File: config.mk
export PLATFORM = sky130hd
export DESIGN_NAME = priority_job_queue_with_admission_flat
export DESIGN_NICKNAME = d
export VERILOG_FILES = /design/src/hw/rtl/pjqa_pkg.sv /design/src/hw/rtl/pjqa_if.sv /design/src/hw/rtl/priority_job_queue_with_admission.sv /design/src/hw/rtl/pjqa_ctrl.sv /design/src/hw/rtl/pjqa_datapath.sv /design/src/flat_wrapper.sv
export VERILOG_INCLUDE_DIRS = /design/src /design/src/hw/rtl
export SDC_FILE = /design/constraint.sdc
export NUM_CORES = 2
export LEC_CHECK = 0
export BUFFER_PORTS_ARGS = -buffer_cell sky130_fd_sc_hd__buf_2
export CAP_MARGIN = 20
export CORE_MARGIN = 2
export CORE_UTILIZATION = 35
export CTS_CLUSTER_DIAMETER = 200
export DETAILED_ROUTE_END_ITERATION = 10
export HOLD_SLACK_MARGIN = 0.02
export PLACE_DENSITY = 0.51
export SYNTH_ARGS = -nofsm -noshare
export SYNTH_HDL_FRONTEND = slang
export SYNTH_SLANG_ARGS = --single-unit
File: constraint.sdc
create_clock -name clock -period 10.75 [get_ports clock]
set_input_delay 1.6125 -clock clock [delete_from_list [all_inputs] [get_ports clock]]
set_output_delay 1.6125 -clock clock [all_outputs]
set_load 0.02 [all_outputs]
File: src/hw/rtl/assert_macros.svh
// Assertion macros shared by the RTL files.
// Each expects signals named clock and reset in the enclosing scope.
`ifndef ASSERT_MACROS_SVH
`define ASSERT_MACROS_SVH

// Same-cycle implication.
`define PJQA_ASSERT(label, ante, cons, msg) \
   label: assert property (@(posedge clock) disable iff (reset) (ante) |-> (cons)) \
      else $error(msg);

// Next-cycle implication.
`define PJQA_ASSERT_NEXT(label, ante, cons, msg) \
   label: assert property (@(posedge clock) disable iff (reset) (ante) |=> (cons)) \
      else $error(msg);

`endif

File: src/hw/rtl/pjqa_pkg.sv
`timescale 1ns / 1ps
// ----------------------------------------------------------------------------
// pjqa_pkg
// Types and constants of the priority job queue with admission.
// ----------------------------------------------------------------------------
package pjqa_pkg;

   localparam int QUEUE_DEPTH     = 128;
   localparam int JOB_COUNT       = 2;
   // only two jobs carry configuration registers
   localparam int CONFIGURED_JOBS = 2;

   localparam int CNT_W    = $clog2(QUEUE_DEPTH + 1);
   localparam int CMP_W    = (CNT_W > 8) ? CNT_W : 8;
   localparam int PRIO_W   = 8;
   localparam int JOB_ID_W = 8;
   localparam int LIMIT_W  = 8;
   localparam int OUT_CNT_W = 8;
   localparam int CSR_IDX_W  = 3;
   localparam int CSR_DATA_W = 8;

   typedef enum logic [1:0] {
      CMD_INIT   = 2'd0,
      CMD_SUBMIT = 2'd1,
      CMD_TICK   = 2'd2,
      CMD_NONE   = 2'd3
   } cmd_type;

   typedef enum logic [2:0] {
      STAT_OK            = 3'd0,
      STAT_UNINIT        = 3'd1,
      STAT_BAD_POINTER   = 3'd2,
      STAT_BAD_HANDLE    = 3'd3,
      STAT_WRONG_SERVICE = 3'd4,
      STAT_FULL          = 3'd5,
      STAT_EMPTY         = 3'd6
   } status_type;

   localparam logic [CSR_IDX_W-1:0] CSR_FIRST_PRIO   = 3'd0;
   localparam logic [CSR_IDX_W-1:0] CSR_SECOND_PRIO  = 3'd1;
   localparam logic [CSR_IDX_W-1:0] CSR_FIRST_SVC    = 3'd2;
   localparam logic [CSR_IDX_W-1:0] CSR_SECOND_SVC   = 3'd3;
   localparam logic [CSR_IDX_W-1:0] CSR_QUEUE_LIMIT  = 3'd4;

   localparam logic SVC_GENERATE = 1'b0;

   typedef enum logic {
      S_IDLE = 1'b0,
      S_EXEC = 1'b1
   } fsm_state_type;

   typedef struct packed {
      logic capture;
      logic clear_queue;
      logic insert;
      logic pop;
      logic load_rsp;
   } ctrl_cmd_type;

   typedef struct packed {
      cmd_type cmd;
      logic    admit;
      logic    empty;
   } dp_status_type;

endpackage

File: src/hw/rtl/pjqa_if.sv
`timescale 1ns / 1ps
// ----------------------------------------------------------------------------
// pjqa_if
// Request and response channels of the job queue.
// ----------------------------------------------------------------------------
interface pjqa_req_if;
   logic       valid;
   logic       ready;
   logic [1:0] command;
   logic [7:0] job_id;
   logic       buffers_valid;

   modport source (output valid, output command, output job_id,
                   output buffers_valid, input ready);
   modport sink   (input valid, input command, input job_id,
                   input buffers_valid, output ready);
endinterface

interface pjqa_rsp_if;
   logic       valid;
   logic       ready;
   logic [2:0] status;
   logic       popped_valid;
   logic       popped_job;
   logic [7:0] popped_priority;
   logic [7:0] queue_count;

   modport source (output valid, output status, output popped_valid,
                   output popped_job, output popped_priority,
                   output queue_count, input ready);
   modport sink   (input valid, input status, input popped_valid,
                   input popped_job, input popped_priority,
                   input queue_count, output ready);
endinterface

File: src/hw/rtl/priority_job_queue_with_admission.sv
`timescale 1ns / 1ps
// Each command word is handled in two states: it is captured in S_IDLE, then
// S_EXEC runs the admission checks and updates the queue. A submit is inserted
// in the execute step by a row of QUEUE_DEPTH compare-and-shift cells. A new
// word is taken only once the previous one has left the execute state; the
// next request is accepted while the previous result still waits, and the
// execute step waits only if that result has not been taken yet.
// ----------------------------------------------------------------------------
// priority_job_queue_with_admission
// Priority job queue with init, submit and tick commands.
// ----------------------------------------------------------------------------
module priority_job_queue_with_admission
   import pjqa_pkg::*;
(
   input  logic                  clock,
   input  logic                  reset,
   input  logic                  csr_we,
   input  logic [CSR_IDX_W-1:0]  csr_index,
   input  logic [CSR_DATA_W-1:0] csr_wdata,
   pjqa_req_if.sink              req_chan,
   pjqa_rsp_if.source            rsp_chan
);

   ctrl_cmd_type  cmd;
   dp_status_type dp_stat;
   logic          req_ready;
   logic          rsp_valid;

   pjqa_ctrl u_ctrl (
      .clock     (clock),
      .reset     (reset),
      .req_valid (req_chan.valid),
      .req_ready (req_ready),
      .rsp_valid (rsp_valid),
      .rsp_ready (rsp_chan.ready),
      .dp_stat   (dp_stat),
      .cmd       (cmd)
   );

   pjqa_datapath u_datapath (
      .clock               (clock),
      .reset               (reset),
      .csr_we              (csr_we),
      .csr_index           (csr_index),
      .csr_wdata           (csr_wdata),
      .req_command         (req_chan.command),
      .req_job_id          (req_chan.job_id),
      .req_buffers_valid   (req_chan.buffers_valid),
      .cmd                 (cmd),
      .dp_stat             (dp_stat),
      .rsp_status          (rsp_chan.status),
      .rsp_popped_valid    (rsp_chan.popped_valid),
      .rsp_popped_job      (rsp_chan.popped_job),
      .rsp_popped_priority (rsp_chan.popped_priority),
      .rsp_queue_count     (rsp_chan.queue_count)
   );

   assign req_chan.ready = req_ready;
   assign rsp_chan.valid = rsp_valid;

endmodule

File: src/hw/rtl/pjqa_ctrl.sv
`timescale 1ns / 1ps
`include "assert_macros.svh"
// ----------------------------------------------------------------------------
// pjqa_ctrl
// Sequencer: captures a request word, then executes it and loads the result.
// ----------------------------------------------------------------------------
module pjqa_ctrl
   import pjqa_pkg::*;
(
   input  logic          clock,
   input  logic          reset,
   input  logic          req_valid,
   output logic          req_ready,
   output logic          rsp_valid,
   input  logic          rsp_ready,
   input  dp_status_type dp_stat,
   output ctrl_cmd_type  cmd
);

   fsm_state_type state_ff, state_in;
   logic          rsp_valid_ff, rsp_valid_in;

   always_ff @(posedge clock) begin
      if (reset) begin
         state_ff     <= S_IDLE;
         rsp_valid_ff <= 1'b0;
      end else begin
         state_ff     <= state_in;
         rsp_valid_ff <= rsp_valid_in;
      end
   end

   always_comb begin
      state_in  = state_ff;
      cmd       = '0;
      req_ready = 1'b0;
      unique case (state_ff)
         S_IDLE: begin
            req_ready = 1'b1;
            if (req_valid) begin
               cmd.capture = 1'b1;
               state_in    = S_EXEC;
            end
         end
         S_EXEC: begin
            // hold until the previous result word has left
            if (!rsp_valid_ff || rsp_ready) begin
               cmd.load_rsp = 1'b1;
               state_in     = S_IDLE;
               unique case (dp_stat.cmd)
                  CMD_INIT:   cmd.clear_queue = 1'b1;
                  CMD_SUBMIT: cmd.insert      = dp_stat.admit;
                  CMD_TICK:   cmd.pop         = !dp_stat.empty;
                  CMD_NONE:   ;
               endcase
            end
         end
      endcase
   end

   assign rsp_valid_in = cmd.load_rsp | (rsp_valid_ff & ~rsp_ready);
   assign rsp_valid    = rsp_valid_ff;

   `PJQA_ASSERT_NEXT(a_capture_to_exec, req_valid && req_ready, state_ff == S_EXEC, "capture did not enter execute")
   `PJQA_ASSERT_NEXT(a_load_shows_rsp, cmd.load_rsp, rsp_valid_ff, "loaded result not presented")
   `PJQA_ASSERT(a_single_queue_op, 1'b1, $onehot0({cmd.clear_queue, cmd.insert, cmd.pop}), "conflicting queue operations")

endmodule

File: src/hw/rtl/pjqa_datapath.sv
`timescale 1ns / 1ps
`include "assert_macros.svh"
// ----------------------------------------------------------------------------
// pjqa_datapath
// Config registers, admission checks, sorted cell row and result register.
// ----------------------------------------------------------------------------
module pjqa_datapath
   import pjqa_pkg::*;
(
   input  logic                  clock,
   input  logic                  reset,
   input  logic                  csr_we,
   input  logic [CSR_IDX_W-1:0]  csr_index,
   input  logic [CSR_DATA_W-1:0] csr_wdata,
   input  logic [1:0]            req_command,
   input  logic [JOB_ID_W-1:0]   req_job_id,
   input  logic                  req_buffers_valid,
   input  ctrl_cmd_type          cmd,
   output dp_status_type         dp_stat,
   output logic [2:0]            rsp_status,
   output logic                  rsp_popped_valid,
   output logic                  rsp_popped_job,
   output logic [PRIO_W-1:0]     rsp_popped_priority,
   output logic [OUT_CNT_W-1:0]  rsp_queue_count
);

   // configuration
   logic [PRIO_W-1:0]  prio0_ff, prio1_ff;
   logic               svc0_ff, svc1_ff;
   logic [LIMIT_W-1:0] limit_ff;

   always_ff @(posedge clock) begin
      if (reset) begin
         prio0_ff <= PRIO_W'(1);
         prio1_ff <= PRIO_W'(2);
         svc0_ff  <= 1'b0;
         svc1_ff  <= 1'b1;
         limit_ff <= LIMIT_W'(128);
      end else if (csr_we) begin
         unique case (csr_index)
            CSR_FIRST_PRIO:  prio0_ff <= csr_wdata[PRIO_W-1:0];
            CSR_SECOND_PRIO: prio1_ff <= csr_wdata[PRIO_W-1:0];
            CSR_FIRST_SVC:   svc0_ff  <= csr_wdata[0];
            CSR_SECOND_SVC:  svc1_ff  <= csr_wdata[0];
            CSR_QUEUE_LIMIT: limit_ff <= csr_wdata[LIMIT_W-1:0];
            default: ;
         endcase
      end
   end

   // captured request word
   cmd_type             cmd_ff;
   logic [JOB_ID_W-1:0] job_ff;
   logic                bufs_ff;

   always_ff @(posedge clock) begin
      if (cmd.capture) begin
         cmd_ff  <= cmd_type'(req_command);
         job_ff  <= req_job_id;
         bufs_ff <= req_buffers_valid;
      end
   end

   // queue control state
   logic             init_ff, init_in;
   logic [CNT_W-1:0] count_ff, count_in;

   always_ff @(posedge clock) begin
      if (reset) begin
         init_ff  <= 1'b0;
         count_ff <= '0;
      end else begin
         init_ff  <= init_in;
         count_ff <= count_in;
      end
   end

   assign init_in = init_ff | cmd.clear_queue;

   always_comb begin
      priority if (cmd.clear_queue) count_in = '0;
      else if (cmd.insert)          count_in = count_ff + CNT_W'(1);
      else if (cmd.pop)             count_in = count_ff - CNT_W'(1);
      else                          count_in = count_ff;
   end

   // admission checks
   logic              new_job;
   logic [PRIO_W-1:0] new_prio;
   logic              new_svc;
   logic              full;
   status_type        sub_status;

   assign new_job  = job_ff[0];
   assign new_prio = new_job ? prio1_ff : prio0_ff;
   assign new_svc  = new_job ? svc1_ff : svc0_ff;
   assign full     = (CMP_W'(count_ff) >= CMP_W'(limit_ff))
                   || (count_ff >= CNT_W'(QUEUE_DEPTH));

   always_comb begin
      priority if (!init_ff)                                 sub_status = STAT_UNINIT;
      else if (!bufs_ff)                                     sub_status = STAT_BAD_POINTER;
      else if (({1'b0, job_ff} >= (JOB_ID_W + 1)'(JOB_COUNT))
               || ({1'b0, job_ff} >= (JOB_ID_W + 1)'(CONFIGURED_JOBS)))
                                                             sub_status = STAT_BAD_HANDLE;
      else if (new_svc != SVC_GENERATE)                      sub_status = STAT_WRONG_SERVICE;
      else if (full)                                         sub_status = STAT_FULL;
      else                                                   sub_status = STAT_OK;
   end

   assign dp_stat.cmd   = cmd_ff;
   assign dp_stat.admit = (sub_status == STAT_OK);
   assign dp_stat.empty = (count_ff == '0);

   // sorted cell row, index 0 is the front
   logic              cell_job_ff  [QUEUE_DEPTH];
   logic [PRIO_W-1:0] cell_prio_ff [QUEUE_DEPTH];
   logic              cell_job_in  [QUEUE_DEPTH];
   logic [PRIO_W-1:0] cell_prio_in [QUEUE_DEPTH];
   logic [QUEUE_DEPTH-1:0] take_slot;

   // a cell takes part in the shift if it holds a lower priority or is free;
   // the row is sorted so take_slot is a thermometer code
   always_comb begin
      for (int i = 0; i < QUEUE_DEPTH; i++) begin
         take_slot[i] = (CNT_W'(i) < count_ff) ? (new_prio > cell_prio_ff[i]) : 1'b1;
      end
   end

   always_comb begin
      cell_job_in  = cell_job_ff;
      cell_prio_in = cell_prio_ff;
      if (cmd.insert) begin
         if (take_slot[0]) begin
            cell_job_in[0]  = new_job;
            cell_prio_in[0] = new_prio;
         end
         for (int i = 1; i < QUEUE_DEPTH; i++) begin
            if (take_slot[i]) begin
               cell_job_in[i]  = take_slot[i-1] ? cell_job_ff[i-1]  : new_job;
               cell_prio_in[i] = take_slot[i-1] ? cell_prio_ff[i-1] : new_prio;
            end
         end
      end else if (cmd.pop) begin
         for (int i = 0; i < QUEUE_DEPTH - 1; i++) begin
            cell_job_in[i]  = cell_job_ff[i+1];
            cell_prio_in[i] = cell_prio_ff[i+1];
         end
      end
   end

   always_ff @(posedge clock) begin
      cell_job_ff  <= cell_job_in;
      cell_prio_ff <= cell_prio_in;
   end

   // result word
   status_type           rsp_status_ff, rsp_status_in;
   logic                 rsp_pv_ff;
   logic                 rsp_pj_ff;
   logic [PRIO_W-1:0]    rsp_pp_ff;
   logic [OUT_CNT_W-1:0] rsp_cnt_ff;
   logic [CMP_W-1:0]     count_ext;

   assign count_ext = CMP_W'(count_in);

   always_comb begin
      unique case (cmd_ff)
         CMD_INIT:   rsp_status_in = STAT_OK;
         CMD_SUBMIT: rsp_status_in = sub_status;
         CMD_TICK:   rsp_status_in = dp_stat.empty ? STAT_EMPTY : STAT_OK;
         CMD_NONE:   rsp_status_in = STAT_OK;
      endcase
   end

   always_ff @(posedge clock) begin
      if (cmd.load_rsp) begin
         rsp_status_ff <= rsp_status_in;
         rsp_pv_ff     <= cmd.pop;
         rsp_pj_ff     <= cmd.pop & cell_job_ff[0];
         rsp_pp_ff     <= cmd.pop ? cell_prio_ff[0] : '0;
         rsp_cnt_ff    <= count_ext[OUT_CNT_W-1:0];
      end
   end

   assign rsp_status          = rsp_status_ff;
   assign rsp_popped_valid    = rsp_pv_ff;
   assign rsp_popped_job      = rsp_pj_ff;
   assign rsp_popped_priority = rsp_pp_ff;
   assign rsp_queue_count     = rsp_cnt_ff;

   `PJQA_ASSERT(a_count_bound, 1'b1, count_ff <= CNT_W'(QUEUE_DEPTH), "entry count beyond depth")
   `PJQA_ASSERT(a_head_sorted, count_ff >= CNT_W'(2), cell_prio_ff[0] >= cell_prio_ff[1], "front entries out of order")
   `PJQA_ASSERT_NEXT(a_insert_grows, cmd.insert, count_ff == $past(count_ff) + CNT_W'(1), "insert did not grow queue")

endmodule

File: src/flat_wrapper.sv
// flat-port wrapper written by rule: the top's interface ports become plain ports
module priority_job_queue_with_admission_flat import pjqa_pkg::*;
  (clock, reset, csr_we, csr_index, csr_wdata, req_chan_valid, req_chan_command, req_chan_job_id, req_chan_buffers_valid, req_chan_ready, rsp_chan_valid, rsp_chan_status, rsp_chan_popped_valid, rsp_chan_popped_job, rsp_chan_popped_priority, rsp_chan_queue_count, rsp_chan_ready);
  pjqa_req_if req_chan_i ();
  pjqa_rsp_if rsp_chan_i ();
  input  logic clock;
  input  logic reset;
  input  logic csr_we;
  input  logic [CSR_IDX_W-1:0] csr_index;
  input  logic [CSR_DATA_W-1:0] csr_wdata;
  input wire logic [$bits(req_chan_i.valid)-1:0] req_chan_valid;
  input wire logic [$bits(req_chan_i.command)-1:0] req_chan_command;
  input wire logic [$bits(req_chan_i.job_id)-1:0] req_chan_job_id;
  input wire logic [$bits(req_chan_i.buffers_valid)-1:0] req_chan_buffers_valid;
  output wire logic [$bits(req_chan_i.ready)-1:0] req_chan_ready;
  output wire logic [$bits(rsp_chan_i.valid)-1:0] rsp_chan_valid;
  output wire logic [$bits(rsp_chan_i.status)-1:0] rsp_chan_status;
  output wire logic [$bits(rsp_chan_i.popped_valid)-1:0] rsp_chan_popped_valid;
  output wire logic [$bits(rsp_chan_i.popped_job)-1:0] rsp_chan_popped_job;
  output wire logic [$bits(rsp_chan_i.popped_priority)-1:0] rsp_chan_popped_priority;
  output wire logic [$bits(rsp_chan_i.queue_count)-1:0] rsp_chan_queue_count;
  input wire logic [$bits(rsp_chan_i.ready)-1:0] rsp_chan_ready;
  assign req_chan_i.valid = req_chan_valid;
  assign req_chan_i.command = req_chan_command;
  assign req_chan_i.job_id = req_chan_job_id;
  assign req_chan_i.buffers_valid = req_chan_buffers_valid;
  assign req_chan_ready = req_chan_i.ready;
  assign rsp_chan_valid = rsp_chan_i.valid;
  assign rsp_chan_status = rsp_chan_i.status;
  assign rsp_chan_popped_valid = rsp_chan_i.popped_valid;
  assign rsp_chan_popped_job = rsp_chan_i.popped_job;
  assign rsp_chan_popped_priority = rsp_chan_i.popped_priority;
  assign rsp_chan_queue_count = rsp_chan_i.queue_count;
  assign rsp_chan_i.ready = rsp_chan_ready;
  priority_job_queue_with_admission u_core (.clock(clock), .reset(reset), .csr_we(csr_we), .csr_index(csr_index), .csr_wdata(csr_wdata), .req_chan(req_chan_i), .rsp_chan(rsp_chan_i));
endmodule
==> results.md <==
- Outcome: complete, but fails checks
- Clock H-tree levels: 4
- Vias: 70.49k
- Final ANT Viol Nets: 0
- DRT Pass-1 Iters: 6
- Synth top area share: 0.4143
- First-pass GRT wire length: 443,300 µm
- Clk root buf: clkbuf_16
- GRT overflow: 0
- Setup TNS: 0 ns
- WL/cell: 25.57 µm
- Final Hold Viols: 0
- Hpwl dp: 194,000 µm
- GPL Wtd Cong: 0.8361
- Synth Instances: 8,334
- Slew Viols, Final: 123
- Critical Path, Cell by Cell: buf_12 > mux2_8 > buf_4 > buf_4 > ha_1 > nand3_1 > nor3_1 > o221ai_1 > a21oi_1 > o21ai_0 > buf_2
- Die H: 499.2 µm
- Fill count: 23.71k
- DRT iter0 DRCs: 7,721
- CTS tree: built
- Slowest stage cell, crit path: a21oi_1
- Setup CP Type: reg -> reg
- Storage element area: 36,300 µm²
- Post-Syn Nets: 9,388
- Arrival @ worst endpoint: 6.34 ns
- Synth Warn #: 0
- Largest net degree at the start of global routing: 216
- Dpl cell area: 90,150 µm²
- Area grow syn2layout: 10.85%
- PD cells: 112.1 nW/µm²
- Fin crit period: 5.766 ns
- Drt total wl: 297,600 µm
- Core area: 243,500 µm²
- Max_slew headroom: -0.1196
- Share of layout cells above drive strength 1: 0.08613
- Failing checks: slew limit
- I/O Buffers: 49
- Initial core utilization: 0.3525
- Via density: 6.057
- Post-CTS Hold Fix Bufs: 0
- Die ar.: 249,200 µm²
- Die width: 499.2 µm
- Synth unique cells: 72
- Crit-path max FO: 137
- Worst-margin pin slew: 1.679 ns
- Critical Path Sink Type: flop
- Post-layout instance area: 95,130 µm²
- Cell with the most instances after synthesis: edfxtp_1
- Synth area leaders: edfxtp_1 41%, ha_1 15%, a22oi_1 6.9%
- Seq/Total Area, Yosys: 0.4229
- Worst EP required: 11.33 ns
- Initial antenna violation count: 12
- Clock Skews: 0.03923 ns
- Leakage: 42.10 nW
- Async S/R FF share, synth: 0
- Clk buf depth: 3
- Critical Path Source Type: flop
- Vias in the first global route: 68.80k
- Detailed-route DRC error count: 0
- CP top delay family: buffers and inverters
- Crit path largest cell delay: 0.85 ns
- Maxcap violations: 0
- CTS Sinks: 1,221
- Clock-pin transition on the worst setup and hold timing paths: 0.06 ns
- Fin nets: 9,360
- Gr usage total: 0.2303
- I/O Pins: 50
- TritonCTS Buffers: 153
- Top FF cell, synth: edfxtp_1
- Fmax: 0.1734 GHz
- Cell row count: 181
- Period Utilization, post-route: 0.5364
- Worst hold path class: reg -> reg
- Buf+Inv Stages, Crit Path: 4
- Mean Syn Cell Area: 10.30 µm²
- Worst VDD drop: 0.1547 mV
- Mapped Area: 85,810 µm²
- Final setup viols: 0
- RSZ-0062 raised after global routing: false
- Multi-input logic area: 43,540 µm²
- Cell taking the most area after synthesis: edfxtp_1
- Dpl cells: 11.34k
- Most used cell, CP: buf_4
- Final non-filler cell total: 11.64k
- Post-CTS Setup Bufs: 0
- Post-synth EDFFs: 1,184
- Yosys reg bits: 1,221
- Post-CTS Resized: 0
- Worst-skew pair later-pin latency: 0.84 ns
- Top cells by count, synth: 1,184 x edfxtp_1, 1,027 x ha_1, 944 x inv_1, 792 x a22oi_1, 782 x o31ai_1
## cells in the final DEF, fill, tap and decap left out, types with 16 or more instances in the layout
| cell | Yosys | layout |
|---|---|---|
| edfxtp_1 | 1184 | 1184 |
| ha_1 | 1027 | 1027 |
| inv_1 | 944 | 944 |
| a22oi_1 | 792 | 792 |
| o31ai_1 | 782 | 782 |
| a21oi_1 | 437 | 433 |
| nor2_1 | 370 | 366 |
| a21o_1 | 321 | 321 |
| o21ai_0 | 314 | 307 |
| buf_4 | 11 | 280 |
| nand2_1 | 247 | 247 |
| clkbuf_16 | 0 | 157 |
| nand4_1 | 149 | 149 |
| mux2i_1 | 139 | 138 |
| a221o_1 | 122 | 122 |
| a22o_1 | 121 | 121 |
| nand3_1 | 120 | 120 |
| nor2b_1 | 112 | 111 |
| and3_1 | 94 | 94 |
| buf_2 | 119 | 72 |
| o211ai_1 | 61 | 61 |
| a211oi_1 | 73 | 57 |
| nor3_2 | 2 | 42 |
| nor3_1 | 81 | 39 |
| a31oi_1 | 40 | 38 |
| clkbuf_1 | 307 | 37 |
| clkinv_1 | 0 | 36 |
| dfxtp_1 | 37 | 35 |
| clkinv_2 | 0 | 24 |
| nand2b_1 | 16 | 16 |
| o21a_1 | 16 | 16 |
| a211oi_2 | 0 | 16 |
| o221ai_1 | 16 | 16 |
## logic make-up (layout without fill, tap and decap cells)
group / count (synthesis) / after routing / share of synthesized area
other cells: 0 / 7 / 0
mux: 148 / 148 / 0.01739
xor+xnor: 2 / 2 / 0.0002042
simple gates: 1280 / 1280 / 0.07420
flops: 1221 / 1221 / 0.4229
buf+inv: 1510 / 1605 / 0.07605
fa+ha+maj: 1027 / 1027 / 0.1497
compound gates: 3146 / 3146 / 0.2595
## per-stage QoR
step | setup slack (ns) | utilization | total power, mW | hold slack (ns)
6_report | 4.984 | 0.3907 | 10.66 | 0.4627
5_1_grt | 4.648 | 0.3907 | 10.97 | 0.4841
4_1_cts | 4.963 | 0.3899 | 10.75 | 0.4611
3_5_place_dp | 4.405 | 0.3703 | 5.645 | 0.4530
3_3_place_gp | 4.438 | 0.3682 | 5.624 | 0.4537
2_1_floorplan | 1.252 | - | 5.494 | 0.4329
## worst register-to-register path, cell delays in order, from the launching register on
cell	delay, ns
edfxtp_1	0.39
buf_12	0.67
mux2_8	0.67
buf_4	0.74
buf_4	0.71
ha_1	0.26
nand3_1	0.10
nor3_1	0.26
o221ai_1	0.14
a21oi_1	0.85
o21ai_0	0.41
buf_2	0.30
## area by class of cell
type,instances,share of cell area
inverters,946,0.03741
clock buffers,197,0.04319
well taps,3202,0.04212
diodes,7,0.0001841
repair buffers,381,0.03070
clock inverters,81,0.007116
flip-flops and latches,1221,0.3816
multi-input cells,5603,0.4577
## power breakdown
group / internal [mW] / switching, mW / leakage, nW
Clock: 2.87 / 2.24 / 2.33
Sequential: 5.15 / 0.0109 / 8.83
Combinational: 0.132 / 0.256 / 30.9
Total: 8.15 / 2.51 / 42.1
## final timing paths
check	slack, ns	from	cells past startpoint	to
worst min-delay path	0.46	u_core.u_datapath.limit_ff[3]	2	u_core.u_datapath.limit_ff[3]
worst min register to register	0.46	u_core.u_datapath.limit_ff[3]	2	u_core.u_datapath.limit_ff[3]
worst max register to register	4.98	u_core.u_datapath.job_ff[0]	11	u_core.u_datapath.cell_prio_ff[694]
worst max-delay path	4.98	u_core.u_datapath.job_ff[0]	11	u_core.u_datapath.cell_prio_ff[694]
## state kept, by name, indices dropped and copies added, names as in the netlist
name and flops:
u_core.u_datapath.cell_job_ff 128, u_core.u_datapath.prio0_ff 8, u_core.u_ctrl.rsp_valid 1, u_core.u_datapath.rsp_popped_job 1, u_core.u_datapath.bufs_ff 1, u_core.u_datapath.cmd_ff 2, u_core.u_datapath.svc1_ff 1, u_core.u_datapath.init_ff 1
u_core.u_datapath.limit_ff 8, u_core.u_datapath.rsp_popped_valid 1, u_core.u_datapath.rsp_popped_priority 8, u_core.u_datapath.cell_prio_ff 1024, u_core.u_datapath.job_ff 8, u_core.u_datapath.rsp_status 3, u_core.u_ctrl.state_ff 1, u_core.u_datapath.svc0_ff 1
u_core.u_datapath.rsp_queue_count 8, u_core.u_datapath.count_ff 8, u_core.u_datapath.prio1_ff 8
## metal layers
| metal | up-vias | wire length, µm | GRT usage | share of wire |
|---|---|---|---|---|
| met5 | - | 23 | 0 | 0.000077 |
| met4 | 4 | 8702 | 0.07171 | 0.029 |
| met3 | 417 | 19610 | 0.03331 | 0.066 |
| met2 | 2607 | 129500 | 0.3487 | 0.44 |
| met1 | 35260 | 139800 | 0.3364 | 0.47 |
| li1 | 32200 | - | - | - |
No activity file was read; power rests on OpenSTA's default activity.
